`src/design/irpdfe_pkg.sv`:
```
// ----------------------------------------------------------------------------
// irpdfe_pkg
// Shared types, constants and the frame bit function for the pulse-distance
// infrared frame encoder.
// ----------------------------------------------------------------------------
package irpdfe_pkg;

   localparam int unsigned BitsPerFrameDefault = 32;

   localparam int unsigned MarkWidth   = 14;
   localparam int unsigned UnitWidth   = 12;
   localparam int unsigned ByteWidth   = 8;
   localparam int unsigned CsrAddrWidth = 4;
   localparam int unsigned CsrDataWidth = 32;

   localparam logic [MarkWidth-1:0] LeaderMarkReset  = 14'd9000;
   localparam logic [MarkWidth-1:0] LeaderSpaceReset = 14'd4500;
   localparam logic [UnitWidth-1:0] UnitReset        = 12'd562;

   // register indexes (byte address / 4)
   typedef enum logic [1:0] {
      REG_LEADER_MARK  = 2'd0,
      REG_LEADER_SPACE = 2'd1,
      REG_UNIT         = 2'd2,
      REG_NONE         = 2'd3
   } reg_index_type;

   // what one cell of the chain holds
   typedef enum logic [1:0] {
      SEG_LEADER = 2'd0,
      SEG_ZERO   = 2'd1,
      SEG_ONE    = 2'd2,
      SEG_STOP   = 2'd3
   } seg_kind_type;

   typedef struct packed {
      logic load;
      logic shift;
   } cell_ctrl_type;

   typedef struct packed {
      logic [MarkWidth-1:0] leader_mark;
      logic [MarkWidth-1:0] leader_space;
      logic [UnitWidth-1:0] unit;
   } timing_cfg_type;

   // bit idx of the sequence addr, ~addr, cmd, ~cmd; error mode sends the
   // complemented bytes lsb first
   function automatic logic frame_bit(
      input logic [ByteWidth-1:0] addr,
      input logic [ByteWidth-1:0] cmd,
      input logic                 err,
      input logic [4:0]           idx
   );
      logic [1:0] group;
      logic [2:0] pos;
      logic [2:0] msb_pos;
      logic [2:0] inv_pos;
      logic       bit_val;
      group   = idx[4:3];
      pos     = idx[2:0];
      msb_pos = 3'd7 - pos;
      inv_pos = err ? pos : msb_pos;
      case (group)
         2'd0:    bit_val = addr[msb_pos];
         2'd1:    bit_val = ~addr[inv_pos];
         2'd2:    bit_val = cmd[msb_pos];
         default: bit_val = ~cmd[inv_pos];
      endcase
      return bit_val;
   endfunction

endpackage

```
`src/design/irpdfe_cell.sv`:
```
// ----------------------------------------------------------------------------
// irpdfe_cell
// One cell of the segment chain: loads its segment kind with a new frame and
// otherwise takes the kind of its neighbor on each shift.
// ----------------------------------------------------------------------------
module irpdfe_cell (
   input  logic                      clock,
   input  irpdfe_pkg::cell_ctrl_type ctrl,
   input  irpdfe_pkg::seg_kind_type  load_kind,
   input  irpdfe_pkg::seg_kind_type  next_kind,
   output irpdfe_pkg::seg_kind_type  kind
);

   irpdfe_pkg::seg_kind_type kind_ff;
   irpdfe_pkg::seg_kind_type kind_in;

   always_comb begin
      if (ctrl.load) begin
         kind_in = load_kind;
      end else if (ctrl.shift) begin
         kind_in = next_kind;
      end else begin
         kind_in = kind_ff;
      end
   end

   always_ff @(posedge clock) begin
      kind_ff <= kind_in;
   end

   assign kind = kind_ff;

endmodule

```
`src/design/irpdfe_seg_out.sv`:
```
// ----------------------------------------------------------------------------
// irpdfe_seg_out
// Output register: turns the head cell's segment kind into mark and space
// durations and holds the result while the receiver stalls.
// ----------------------------------------------------------------------------
module irpdfe_seg_out (
   input  logic                                    clock,
   input  logic                                    reset,
   input  logic                                    advance,
   input  logic                                    head_valid,
   input  irpdfe_pkg::seg_kind_type                head_kind,
   input  irpdfe_pkg::timing_cfg_type              cfg,
   output logic                                    out_valid,
   output logic [irpdfe_pkg::MarkWidth-1:0]        out_mark,
   output logic [irpdfe_pkg::MarkWidth-1:0]        out_space,
   output logic                                    out_last
);

   logic                               valid_ff;
   logic [irpdfe_pkg::MarkWidth-1:0]   mark_ff;
   logic [irpdfe_pkg::MarkWidth-1:0]   mark_in;
   logic [irpdfe_pkg::MarkWidth-1:0]   space_ff;
   logic [irpdfe_pkg::MarkWidth-1:0]   space_in;
   logic                               last_ff;
   logic                               last_in;
   logic [irpdfe_pkg::MarkWidth-1:0]   unit_w;
   logic [irpdfe_pkg::MarkWidth-1:0]   unit3_w;

   assign unit_w  = {{(irpdfe_pkg::MarkWidth-irpdfe_pkg::UnitWidth){1'b0}}, cfg.unit};
   // three units never exceeds 12285, fits in 14 bits
   assign unit3_w = (unit_w << 1) + unit_w;

   always_comb begin
      mark_in  = unit_w;
      space_in = unit_w;
      last_in  = 1'b0;
      case (head_kind)
         irpdfe_pkg::SEG_LEADER: begin
            mark_in  = cfg.leader_mark;
            space_in = cfg.leader_space;
         end
         irpdfe_pkg::SEG_ZERO: begin
            space_in = unit_w;
         end
         irpdfe_pkg::SEG_ONE: begin
            space_in = unit3_w;
         end
         default: begin
            space_in = '0;
            last_in  = 1'b1;
         end
      endcase
   end

   always_ff @(posedge clock) begin
      if (reset) begin
         valid_ff <= 1'b0;
      end else if (advance) begin
         valid_ff <= head_valid;
      end
   end

   always_ff @(posedge clock) begin
      if (advance) begin
         mark_ff  <= mark_in;
         space_ff <= space_in;
         last_ff  <= last_in;
      end
   end

   assign out_valid = valid_ff;
   assign out_mark  = mark_ff;
   assign out_space = space_ff;
   assign out_last  = last_ff;

endmodule

```
`src/design/ir_pulse_distance_frame_encoder.sv`:
```
// ----------------------------------------------------------------------------
// ir_pulse_distance_frame_encoder
// Turns an address/command request into the pulse-distance frame: leader,
// one segment per data bit and a stop mark, one segment per cycle unless rsp_stall holds it.
// ----------------------------------------------------------------------------
//  channel | direction | handshake            | payload
//  req     | in        | req_valid/req_stall  | address, command_byte, error_frame
//  rsp     | out       | rsp_valid/rsp_stall  | mark_us, space_us, last
//  csr     | in/out    | apb, pready always 1 | leader_mark_us, leader_space_us, unit_us
//
//  a request loads a chain of BITS_PER_FRAME+2 cells; the chain shifts one
//  segment into the output register per cycle unless stalled, and the next
//  request loads as the stop segment leaves, with no gap between frames.
//  the chain holds while a segment waits in the output register under rsp_stall.
//  reset empties the chain and restores the timing registers.
// ----------------------------------------------------------------------------
module ir_pulse_distance_frame_encoder #(
   parameter int unsigned BITS_PER_FRAME = irpdfe_pkg::BitsPerFrameDefault
) (
   input  logic                                    clock,
   input  logic                                    reset,
   input  logic                                    req_valid,
   output logic                                    req_stall,
   input  logic [irpdfe_pkg::ByteWidth-1:0]        req_address,
   input  logic [irpdfe_pkg::ByteWidth-1:0]        req_command_byte,
   input  logic                                    req_error_frame,
   output logic                                    rsp_valid,
   input  logic                                    rsp_stall,
   output logic [irpdfe_pkg::MarkWidth-1:0]        rsp_mark_us,
   output logic [irpdfe_pkg::MarkWidth-1:0]        rsp_space_us,
   output logic                                    rsp_last,
   input  logic                                    csr_psel,
   input  logic                                    csr_penable,
   input  logic                                    csr_pwrite,
   input  logic [irpdfe_pkg::CsrAddrWidth-1:0]     csr_paddr,
   input  logic [irpdfe_pkg::CsrDataWidth-1:0]     csr_pwdata,
   output logic [irpdfe_pkg::CsrDataWidth-1:0]     csr_prdata,
   output logic                                    csr_pready
);

   localparam int unsigned NumCells = BITS_PER_FRAME + 2;
   localparam int unsigned CntWidth = $clog2(NumCells + 1);
   localparam logic [CntWidth-1:0] CntFull = CntWidth'(NumCells);
   localparam logic [CntWidth-1:0] CntOne  = CntWidth'(1);

   // ---------------- configuration registers ----------------
   irpdfe_pkg::timing_cfg_type cfg_ff;
   irpdfe_pkg::timing_cfg_type cfg_in;
   irpdfe_pkg::reg_index_type  csr_index;
   logic                       csr_write;

   assign csr_pready = 1'b1;
   assign csr_index  = irpdfe_pkg::reg_index_type'(csr_paddr[3:2]);
   assign csr_write  = csr_psel && csr_penable && csr_pwrite && csr_pready;

   always_comb begin
      cfg_in = cfg_ff;
      if (csr_write) begin
         unique case (csr_index)
            irpdfe_pkg::REG_LEADER_MARK:
               cfg_in.leader_mark  = csr_pwdata[irpdfe_pkg::MarkWidth-1:0];
            irpdfe_pkg::REG_LEADER_SPACE:
               cfg_in.leader_space = csr_pwdata[irpdfe_pkg::MarkWidth-1:0];
            irpdfe_pkg::REG_UNIT:
               cfg_in.unit         = csr_pwdata[irpdfe_pkg::UnitWidth-1:0];
            default: ;
         endcase
      end
   end

   always_ff @(posedge clock) begin
      if (reset) begin
         cfg_ff.leader_mark  <= irpdfe_pkg::LeaderMarkReset;
         cfg_ff.leader_space <= irpdfe_pkg::LeaderSpaceReset;
         cfg_ff.unit         <= irpdfe_pkg::UnitReset;
      end else begin
         cfg_ff <= cfg_in;
      end
   end

   always_comb begin
      csr_prdata = '0;
      unique case (csr_index)
         irpdfe_pkg::REG_LEADER_MARK:
            csr_prdata[irpdfe_pkg::MarkWidth-1:0] = cfg_ff.leader_mark;
         irpdfe_pkg::REG_LEADER_SPACE:
            csr_prdata[irpdfe_pkg::MarkWidth-1:0] = cfg_ff.leader_space;
         irpdfe_pkg::REG_UNIT:
            csr_prdata[irpdfe_pkg::UnitWidth-1:0] = cfg_ff.unit;
         default: ;
      endcase
   end

   // ---------------- chain control ----------------
   logic                      out_valid;
   logic                      advance;
   logic                      req_accept;
   logic [CntWidth-1:0]       cnt_ff;
   logic [CntWidth-1:0]       cnt_in;
   irpdfe_pkg::cell_ctrl_type ctrl;

   assign advance    = !out_valid || !rsp_stall;
   // load when empty, or when the last segment moves out this cycle
   assign req_stall  = !((cnt_ff == '0) || ((cnt_ff == CntOne) && advance));
   assign req_accept = req_valid && !req_stall;

   assign ctrl.load  = req_accept;
   assign ctrl.shift = advance;

   always_comb begin
      cnt_in = cnt_ff;
      if (req_accept) begin
         cnt_in = CntFull;
      end else if (advance && (cnt_ff != '0)) begin
         cnt_in = cnt_ff - CntOne;
      end
   end

   always_ff @(posedge clock) begin
      if (reset) begin
         cnt_ff <= '0;
      end else begin
         cnt_ff <= cnt_in;
      end
   end

   // ---------------- cell chain ----------------
   irpdfe_pkg::seg_kind_type kinds     [NumCells];
   irpdfe_pkg::seg_kind_type load_kinds[NumCells];

   for (genvar j = 0; j < NumCells; j++) begin : g_cell
      irpdfe_pkg::seg_kind_type next_kind;

      if (j == 0) begin : g_head
         assign load_kinds[j] = irpdfe_pkg::SEG_LEADER;
      end else if (j == NumCells - 1) begin : g_tail
         assign load_kinds[j] = irpdfe_pkg::SEG_STOP;
      end else begin : g_data
         assign load_kinds[j] = irpdfe_pkg::frame_bit(req_address, req_command_byte,
                                   req_error_frame, 5'(j - 1))
                                ? irpdfe_pkg::SEG_ONE : irpdfe_pkg::SEG_ZERO;
      end

      if (j == NumCells - 1) begin : g_end
         assign next_kind = irpdfe_pkg::SEG_STOP;
      end else begin : g_link
         assign next_kind = kinds[j+1];
      end

      irpdfe_cell u_cell (
         .clock     (clock),
         .ctrl      (ctrl),
         .load_kind (load_kinds[j]),
         .next_kind (next_kind),
         .kind      (kinds[j])
      );
   end

   // ---------------- output stage ----------------
   irpdfe_seg_out u_seg_out (
      .clock      (clock),
      .reset      (reset),
      .advance    (advance),
      .head_valid (cnt_ff != '0),
      .head_kind  (kinds[0]),
      .cfg        (cfg_ff),
      .out_valid  (out_valid),
      .out_mark   (rsp_mark_us),
      .out_space  (rsp_space_us),
      .out_last   (rsp_last)
   );

   assign rsp_valid = out_valid;

   // ---------------- assertions ----------------
   a_cnt_range: assert property (@(posedge clock) disable iff (reset)
      cnt_ff <= CntFull)
      else $error("segment count beyond chain length");

   a_load_when_drained: assert property (@(posedge clock) disable iff (reset)
      req_accept |-> (cnt_ff == '0) || ((cnt_ff == CntOne) && advance))
      else $error("request loaded while chain busy");

   a_load_fills: assert property (@(posedge clock) disable iff (reset)
      req_accept |=> cnt_ff == CntFull)
      else $error("chain not full after request");

   a_stop_space: assert property (@(posedge clock) disable iff (reset)
      (rsp_valid && rsp_last) |-> (rsp_space_us == '0))
      else $error("stop segment with nonzero space");

endmodule
```
`config.mk`:
```
export PLATFORM = sky130hd
export DESIGN_NAME = ir_pulse_distance_frame_encoder
export DESIGN_NICKNAME = d
export VERILOG_FILES = /design/src/design/irpdfe_pkg.sv /design/src/design/irpdfe_cell.sv /design/src/design/irpdfe_seg_out.sv /design/src/design/ir_pulse_distance_frame_encoder.sv
export SDC_FILE = /design/constraint.sdc
export NUM_CORES = 1
export LEC_CHECK = 0
export BUFFER_PORTS_ARGS = -buffer_cell sky130_fd_sc_hd__buf_2
export CORE_MARGIN = 3
export CORE_UTILIZATION = 30
export DETAILED_ROUTE_END_ITERATION = 12
export GPL_ROUTABILITY_DRIVEN = 0
export PLACE_DENSITY = 0.54
export SLEW_MARGIN = 20
export SYNTH_ARGS = -nofsm -noshare
export SYNTH_HDL_FRONTEND = slang
export SYNTH_HIERARCHICAL = 1
export SYNTH_SLANG_ARGS = --single-unit
```
`constraint.sdc`:
```
create_clock -name clock -period 5.88 [get_ports clock]
set_clock_uncertainty 0.2 [all_clocks]
set_input_delay 0.588 -clock clock [delete_from_list [all_inputs] [get_ports clock]]
set_output_delay 0.588 -clock clock [all_outputs]
set_load 0.01 [all_outputs]
```
After elaboration in Yosys (flattened, before gate mapping)
Cells that the tools add are included.
{"block": "word_totals", "out_inout_bits": 64, "in_bits": 60, "elab_cells": 222, "ff_bits": 142}
{"block": "op_classes", "reduce_logical": 21, "mux": 143, "order_cmp": 8, "eq_ne": 5, "add_sub_neg": 2}
{"operator": "2-to-1 mux 2 bit", "count": 96}
{"operator": "binary-select mux 1 bit (select 3 bit)", "count": 16}
{"operator": "one-hot mux 14 bit (3 select lines)", "count": 1}
{"operator": "one-hot mux 12 bit (3 select lines)", "count": 1}
{"operator": "< comparator 3 x 4 -> 1 bit (second input constant)", "count": 8}
{"operator": "2-to-1 mux 3 bit", "count": 8}
{"operator": "2-to-1 mux 1 bit", "count": 17}
{"operator": "adder 13 x 12 -> 14 bit", "count": 1}
{"operator": "2-to-1 mux 12 bit", "count": 1}
{"operator": "2-to-1 mux 6 bit", "count": 2}
{"operator": "equality test 6 x 1 -> 1 bit (second input constant)", "count": 1}
{"operator": "zero test 6 bit", "count": 1}
{"operator": "AND reduction 2 bit", "count": 3}
{"operator": "nonzero test 6 bit", "count": 1}
{"operator": "subtractor 6 x 1 -> 6 bit (second input constant)", "count": 1}
{"operator": "logical AND 1 bit", "count": 5}
{"operator": "equality test 2 x 1 -> 1 bit (second input constant)", "count": 2}
{"operator": "equality test 2 bit (second input constant)", "count": 2}
{"operator": "zero test 2 bit", "count": 2}
{"operator": "one-hot mux 2 bit (2 select lines)", "count": 1}
{"operator": "nonzero test 2 bit", "count": 2}
{"operator": "zero test 1 bit", "count": 3}
{"operator": "OR reduction 3 bit", "count": 1}
{"operator": "logical OR 1 bit", "count": 2}
{"operator": "OR reduction 2 bit", "count": 1}

Logic depth before layout (Yosys ltp)
{"block": "logic_depth", "ltp_word": 6, "mapped_depth": 9}

By module
The synthesis kept the hierarchy.
{"mod": "irpdfe_cell", "area_each_um2": 88.8, "cells_per_inst": 5, "seq_area_each_um2": 60.1, "instances": 34}
{"mod": "ir_pulse_distance_frame_encoder", "area_each_um2": 2572.5, "cells_per_inst": 354, "seq_area_each_um2": 920.9, "instances": 1}
{"mod": "irpdfe_seg_out", "area_each_um2": 1859.3, "cells_per_inst": 161, "seq_area_each_um2": 890.9, "instances": 1}

Worst setup path after synthesis
No wires, ideal clock.
{"block": "synth_timing", "path_kind": "input port to flip-flop", "start": "input rsp_stall", "end": "register g_cell[0].u_cell.kind_ff[0], data pin", "path_stages": 4, "setup_slack_ns": 2.378, "n_path_buf": 0, "arrival_time_ns": 3.038, "path_cell_list": "a21boi_0 > o211ai_1 > inv_1 > mux2_2"}
{"block": "synth_between", "elab_chain_len": 5}
{"item": "start, declared", "line_no": "ir_pulse_distance_frame_encoder.sv:28", "text": "input logic rsp_stall,"}
{"item": "zero test 1 bit", "line_no": "ir_pulse_distance_frame_encoder.sv:102", "text": "assign advance = !out_valid || !rsp_stall;"}
{"item": "logical OR 1 bit", "line_no": "ir_pulse_distance_frame_encoder.sv:102"}
{"item": "logical AND 1 bit", "line_no": "ir_pulse_distance_frame_encoder.sv:104", "text": "assign req_stall = !((cnt_ff == '0) || ((cnt_ff == CntOne) && advance));"}
{"item": "logical OR 1 bit", "line_no": "ir_pulse_distance_frame_encoder.sv:104"}
{"item": "logical AND 1 bit", "line_no": "ir_pulse_distance_frame_encoder.sv:105", "text": "assign req_accept = req_valid && !req_stall;"}
{"item": "named net req_accept", "line_no": "ir_pulse_distance_frame_encoder.sv:97", "text": "logic req_accept;"}
{"item": "end signal, assigned", "line_no": "irpdfe_cell.sv:28", "text": "kind_ff <= kind_in;"}
{"item": "end, declared", "line_no": "irpdfe_cell.sv:14", "text": "irpdfe_pkg::seg_kind_type kind_ff;"}
The timed path passes the listed nets, and every way through them passes these cells.
A chain may end at the register's enable or synchronous reset.

Final worst setup path
{"block": "layout_timing", "start": "register cnt_ff[0]", "end": "register g_cell[15].u_cell.kind_ff[1], enable pin"}
{"block": "layout_between", "elab_chain_len": 5, "word_cells_on_any_way": 6}
{"item": "start, declared", "line_no": "ir_pulse_distance_frame_encoder.sv:98", "text": "logic [CntWidth-1:0] cnt_ff;"}
{"item": "start signal, assigned", "line_no": "ir_pulse_distance_frame_encoder.sv:123", "text": "cnt_ff <= cnt_in;"}
{"item": "equality test 6 x 1 -> 1 bit", "line_no": "ir_pulse_distance_frame_encoder.sv:104"}
{"item": "logical AND 1 bit", "line_no": "ir_pulse_distance_frame_encoder.sv:104"}
{"item": "logical OR 1 bit *", "line_no": "ir_pulse_distance_frame_encoder.sv:104"}
{"item": "logical AND 1 bit *", "line_no": "ir_pulse_distance_frame_encoder.sv:105"}
{"item": "named net req_accept", "line_no": "ir_pulse_distance_frame_encoder.sv:97"}
{"item": "nonzero test 2 bit (no line) *"}
{"item": "end signal, assigned", "line_no": "irpdfe_cell.sv:28"}
{"item": "end, declared", "line_no": "irpdfe_cell.sv:14"}
Mark *: on every way through the listed nets, which the timed path passes. The rest lies on a longest branch.

==> summary.md <==
| Metric | Value |
|---|---|
| Setup Viol. Count Final | `0` |
| Post-route clock period utilization | `57.6%` |
| Most frequent cells after synthesis | `122 x nand2_1, 97 x edfxtp_1, 71 x mux2_2, 47 x dfxtp_1, 40 x inv_1` |
| R2R depth | `6` |
| Clock Latency Late Sink | `between 0.4 and 0.5 ns` |
| Initial drt markers | `330` |
| Fill count | `between 2k and 3k` |
| Largest stage delay, worst path | `0.70 ns` |
| Rows | `57` |
| Cells after synthesis | `685` |
| Area contributors post-synth | `edfxtp_1 39%, dfxtp_1 13%, mux2_2 11%` |
| CP max FO | `52` |
| DR vias | `5,099` |
| #FFs+latches synth | `144` |
| First-pass DRT Iterations | `4` |
| Core ar. | `24,400 sq um` |
| Port Buffers | `84` |
| Post-synth ARST share | `0%` |
| Die Ht | `164 microns` |
| Tmin final | `3.38 ns` |
| Synth Cell Area | `7450 sq um` |
| Hold Path Cell Cnt | `3` |
| Final Net Count | `843` |
| Synthesis-to-finish area growth | `16.9%` |
| Setup Fix Bufs, Post-CTS | `0` |
| H-tree depth | `4` |
| CTS tree | `done` |
| Cell taking the most area after synthesis | `edfxtp_1` |
| Worst endpoint data arrival time | `approximately 3.4 ns` |
| Clock transition at the registers of the reported paths | `0.07 ns` |
| Worst Path Required | `5.85 ns` |
| CTS sink cnt | `144` |
| Worst Setup End Kind | `register` |
| Share of cells above drive strength 1 | `a little under a third` |
| Number of global-route vias before repair | `slightly below 5k` |
| Final ANT Viol Nets | `0` |
| Post-synth EDFFs | `just under 100` |
| CP max stage cell | `clkinv_2` |
| Sequential area share after synthesis | `roughly 52%` |
| Clock buffer depth | `2` |
| Routed wire length | `17,000 microns` |
| Max_cap viols | `0` |
| DIE AREA | `26,800 sq um` |
| Diode count | `0` |
| YS warnings | `6` |
| Root Driver | `clkbuf_16` |
| Hold Fails Final Rpt | `0` |
| Post-CTS sizing | `0` |
| Vias per cell | `around 4.6` |
| Largest net degree at the start of global routing | `60` |
| Global-route wire length before repair | `26,600 microns` |
| Remaining global-route overflow | `0` |
| Netlist cell types | `60` |
| VDD IR-drop max | `roughly 0.18 mV` |
| Routed WL per cell | `~15 microns` |
| Multi-input gate area | `~3300 sq um` |
| WS Path Type | `register to register` |
| Dpl hpwl | `11,600 microns` |
| Die width | `roughly 160 microns` |
| Antenna violations before repair | `0` |
| # DRC | `0` |
| Worst slew margin | `29.9%` |
| Average cell area after synthesis | `10.9 sq um` |
| RSZ-0062 raised after global routing | `no` |
| Cell breakdown of the critical path | `inv_1 -> ha_1 -> o211ai_1 -> clkinv_2 -> buf_4 -> or2_2` |
| Io pins | `124` |
| Top-count cell post-synth | `nand2_1` |
| Setup Total Neg Slack | `0 ns` |
| CTS Buf Count | `17` |
| Most used DFF post-synth | `edfxtp_1` |
| Tightest Hold Check Type | `input port to register` |
| Hold Buf Count CTS | `0` |
| Initial core utilization | `30.6%` |
| Status | `finished, final reports clean` |
| Total track usage | `~13%` |
| Fin util | `about 36%` |
| Worst slew pin tran | `1.05 ns` |
| Storage cell area | `3850 sq um` |
| Synth top area share | `39.1%` |
| Power density over cell area | `462 nW/um^2` |
| Startpoint types | `register` |
| Static Leak | `3.51 nW` |
| Final Max Tran Viols | `0` |
| Peak Freq | `295 MHz` |
[state kept, by name, summed over array words and instances, names as in the netlist]
signal,flops
cfg_ff,40
cnt_ff,6
g_cell.u_cell/kind,68
u_seg_out/out_last,1
u_seg_out/out_mark,14
u_seg_out/out_space,14
u_seg_out/out_valid,1
[stage by stage]
step	power [mW]	instances	setup slack, ns	hold WS, ns	instance area, sq um
after detailed placement	2.97	1072	2.46	0.259	8120
after CTS	4.08	1104	2.46	0.177	8710
after global routing	4.26	1104	2.27	0.211	8710
final	4.03	1104	2.50	0.191	8710
after global placement	2.96	1072	2.44	0.256	8120
after floorplan	2.64	708	2.38	0.244	7540
[worst max-delay path, delay by kind of cell (launching register included)]
kind / cells / cell delay [ns]
DFF: 1 / 0.41
buffers and inverters: 3 / 1.37
AOI/OAI and AO/OA: 1 / 0.41
adders and majority gates: 1 / 0.29
and+or+nand+nor: 1 / 0.39
[where the power goes]
part / leakage (nW) / switching (mW) / internal [mW]
Sequential: 1.40 / 0.145 / 1.58
Clock: 0.289 / 0.451 / 0.641
Combinational: 1.82 / 0.614 / 0.594
[worst paths after layout]
kind                  start                   endpoint  slack, ns
max               cnt_ff[0]  g_cell[15].u_cell/kind[1]       2.50
max reg2reg       cnt_ff[0]  g_cell[15].u_cell/kind[1]       2.50
min          csr_pwdata[12]                 cfg_ff[24]       0.19
min reg2reg      cfg_ff[32]                 cfg_ff[32]       0.27
[cell families after synthesis]
logic type	count (synthesis)	synth area share, %
buffers and inverters	87	5.69
AOI/OAI and AO/OA	109	9.02
and+or+nand+nor	216	14.6
adders and majority gates	16	2.79
DFF	144	51.7
muxes	101	14.9
xor gates and xnor gates	10	1.18
other	2	0.101
[layer usage]
layer,GRT usage [%],share of wire (%),vias to the layer above
li1,-,-,2528
met5,0,0,-
met3,2.64,4.0,13
met1,17.7,49,2451
met2,19.8,45,107
met4,3.88,1.1,0
[cell usage in the layout, fill, tap and decap left out, types with 3 or more instances in the layout]
master	count
nand2_1	121
edfxtp_1	97
buf_2	84
mux2_2	71
dfxtp_1	47
inv_1	39
a21oi_1	37
or2_2	34
conb_1	25
mux2i_1	23
o21ai_0	21
clkbuf_16	19
nand3b_1	15
ha_1	15
nor2_1	14
o21ai_1	13
o21a_1	12
xor2_1	6
a22oi_1	6
mux2_1	6
nand2b_1	5
inv_6	5
xnor2_1	4
nand4_1	3
buf_4	3
and2_1	3
[area by class of cell]
type,count,area share [%]
Inverter,40,1.74
Clock inverter,12,1.35
Timing Repair Buffer,87,5.08
Clock buffer,20,5.50
Sequential cell,144,44.2
Tap cell,324,4.65
Multi-Input combinational cell,477,37.4
Note: power is estimated with default switching activity, not from simulation.
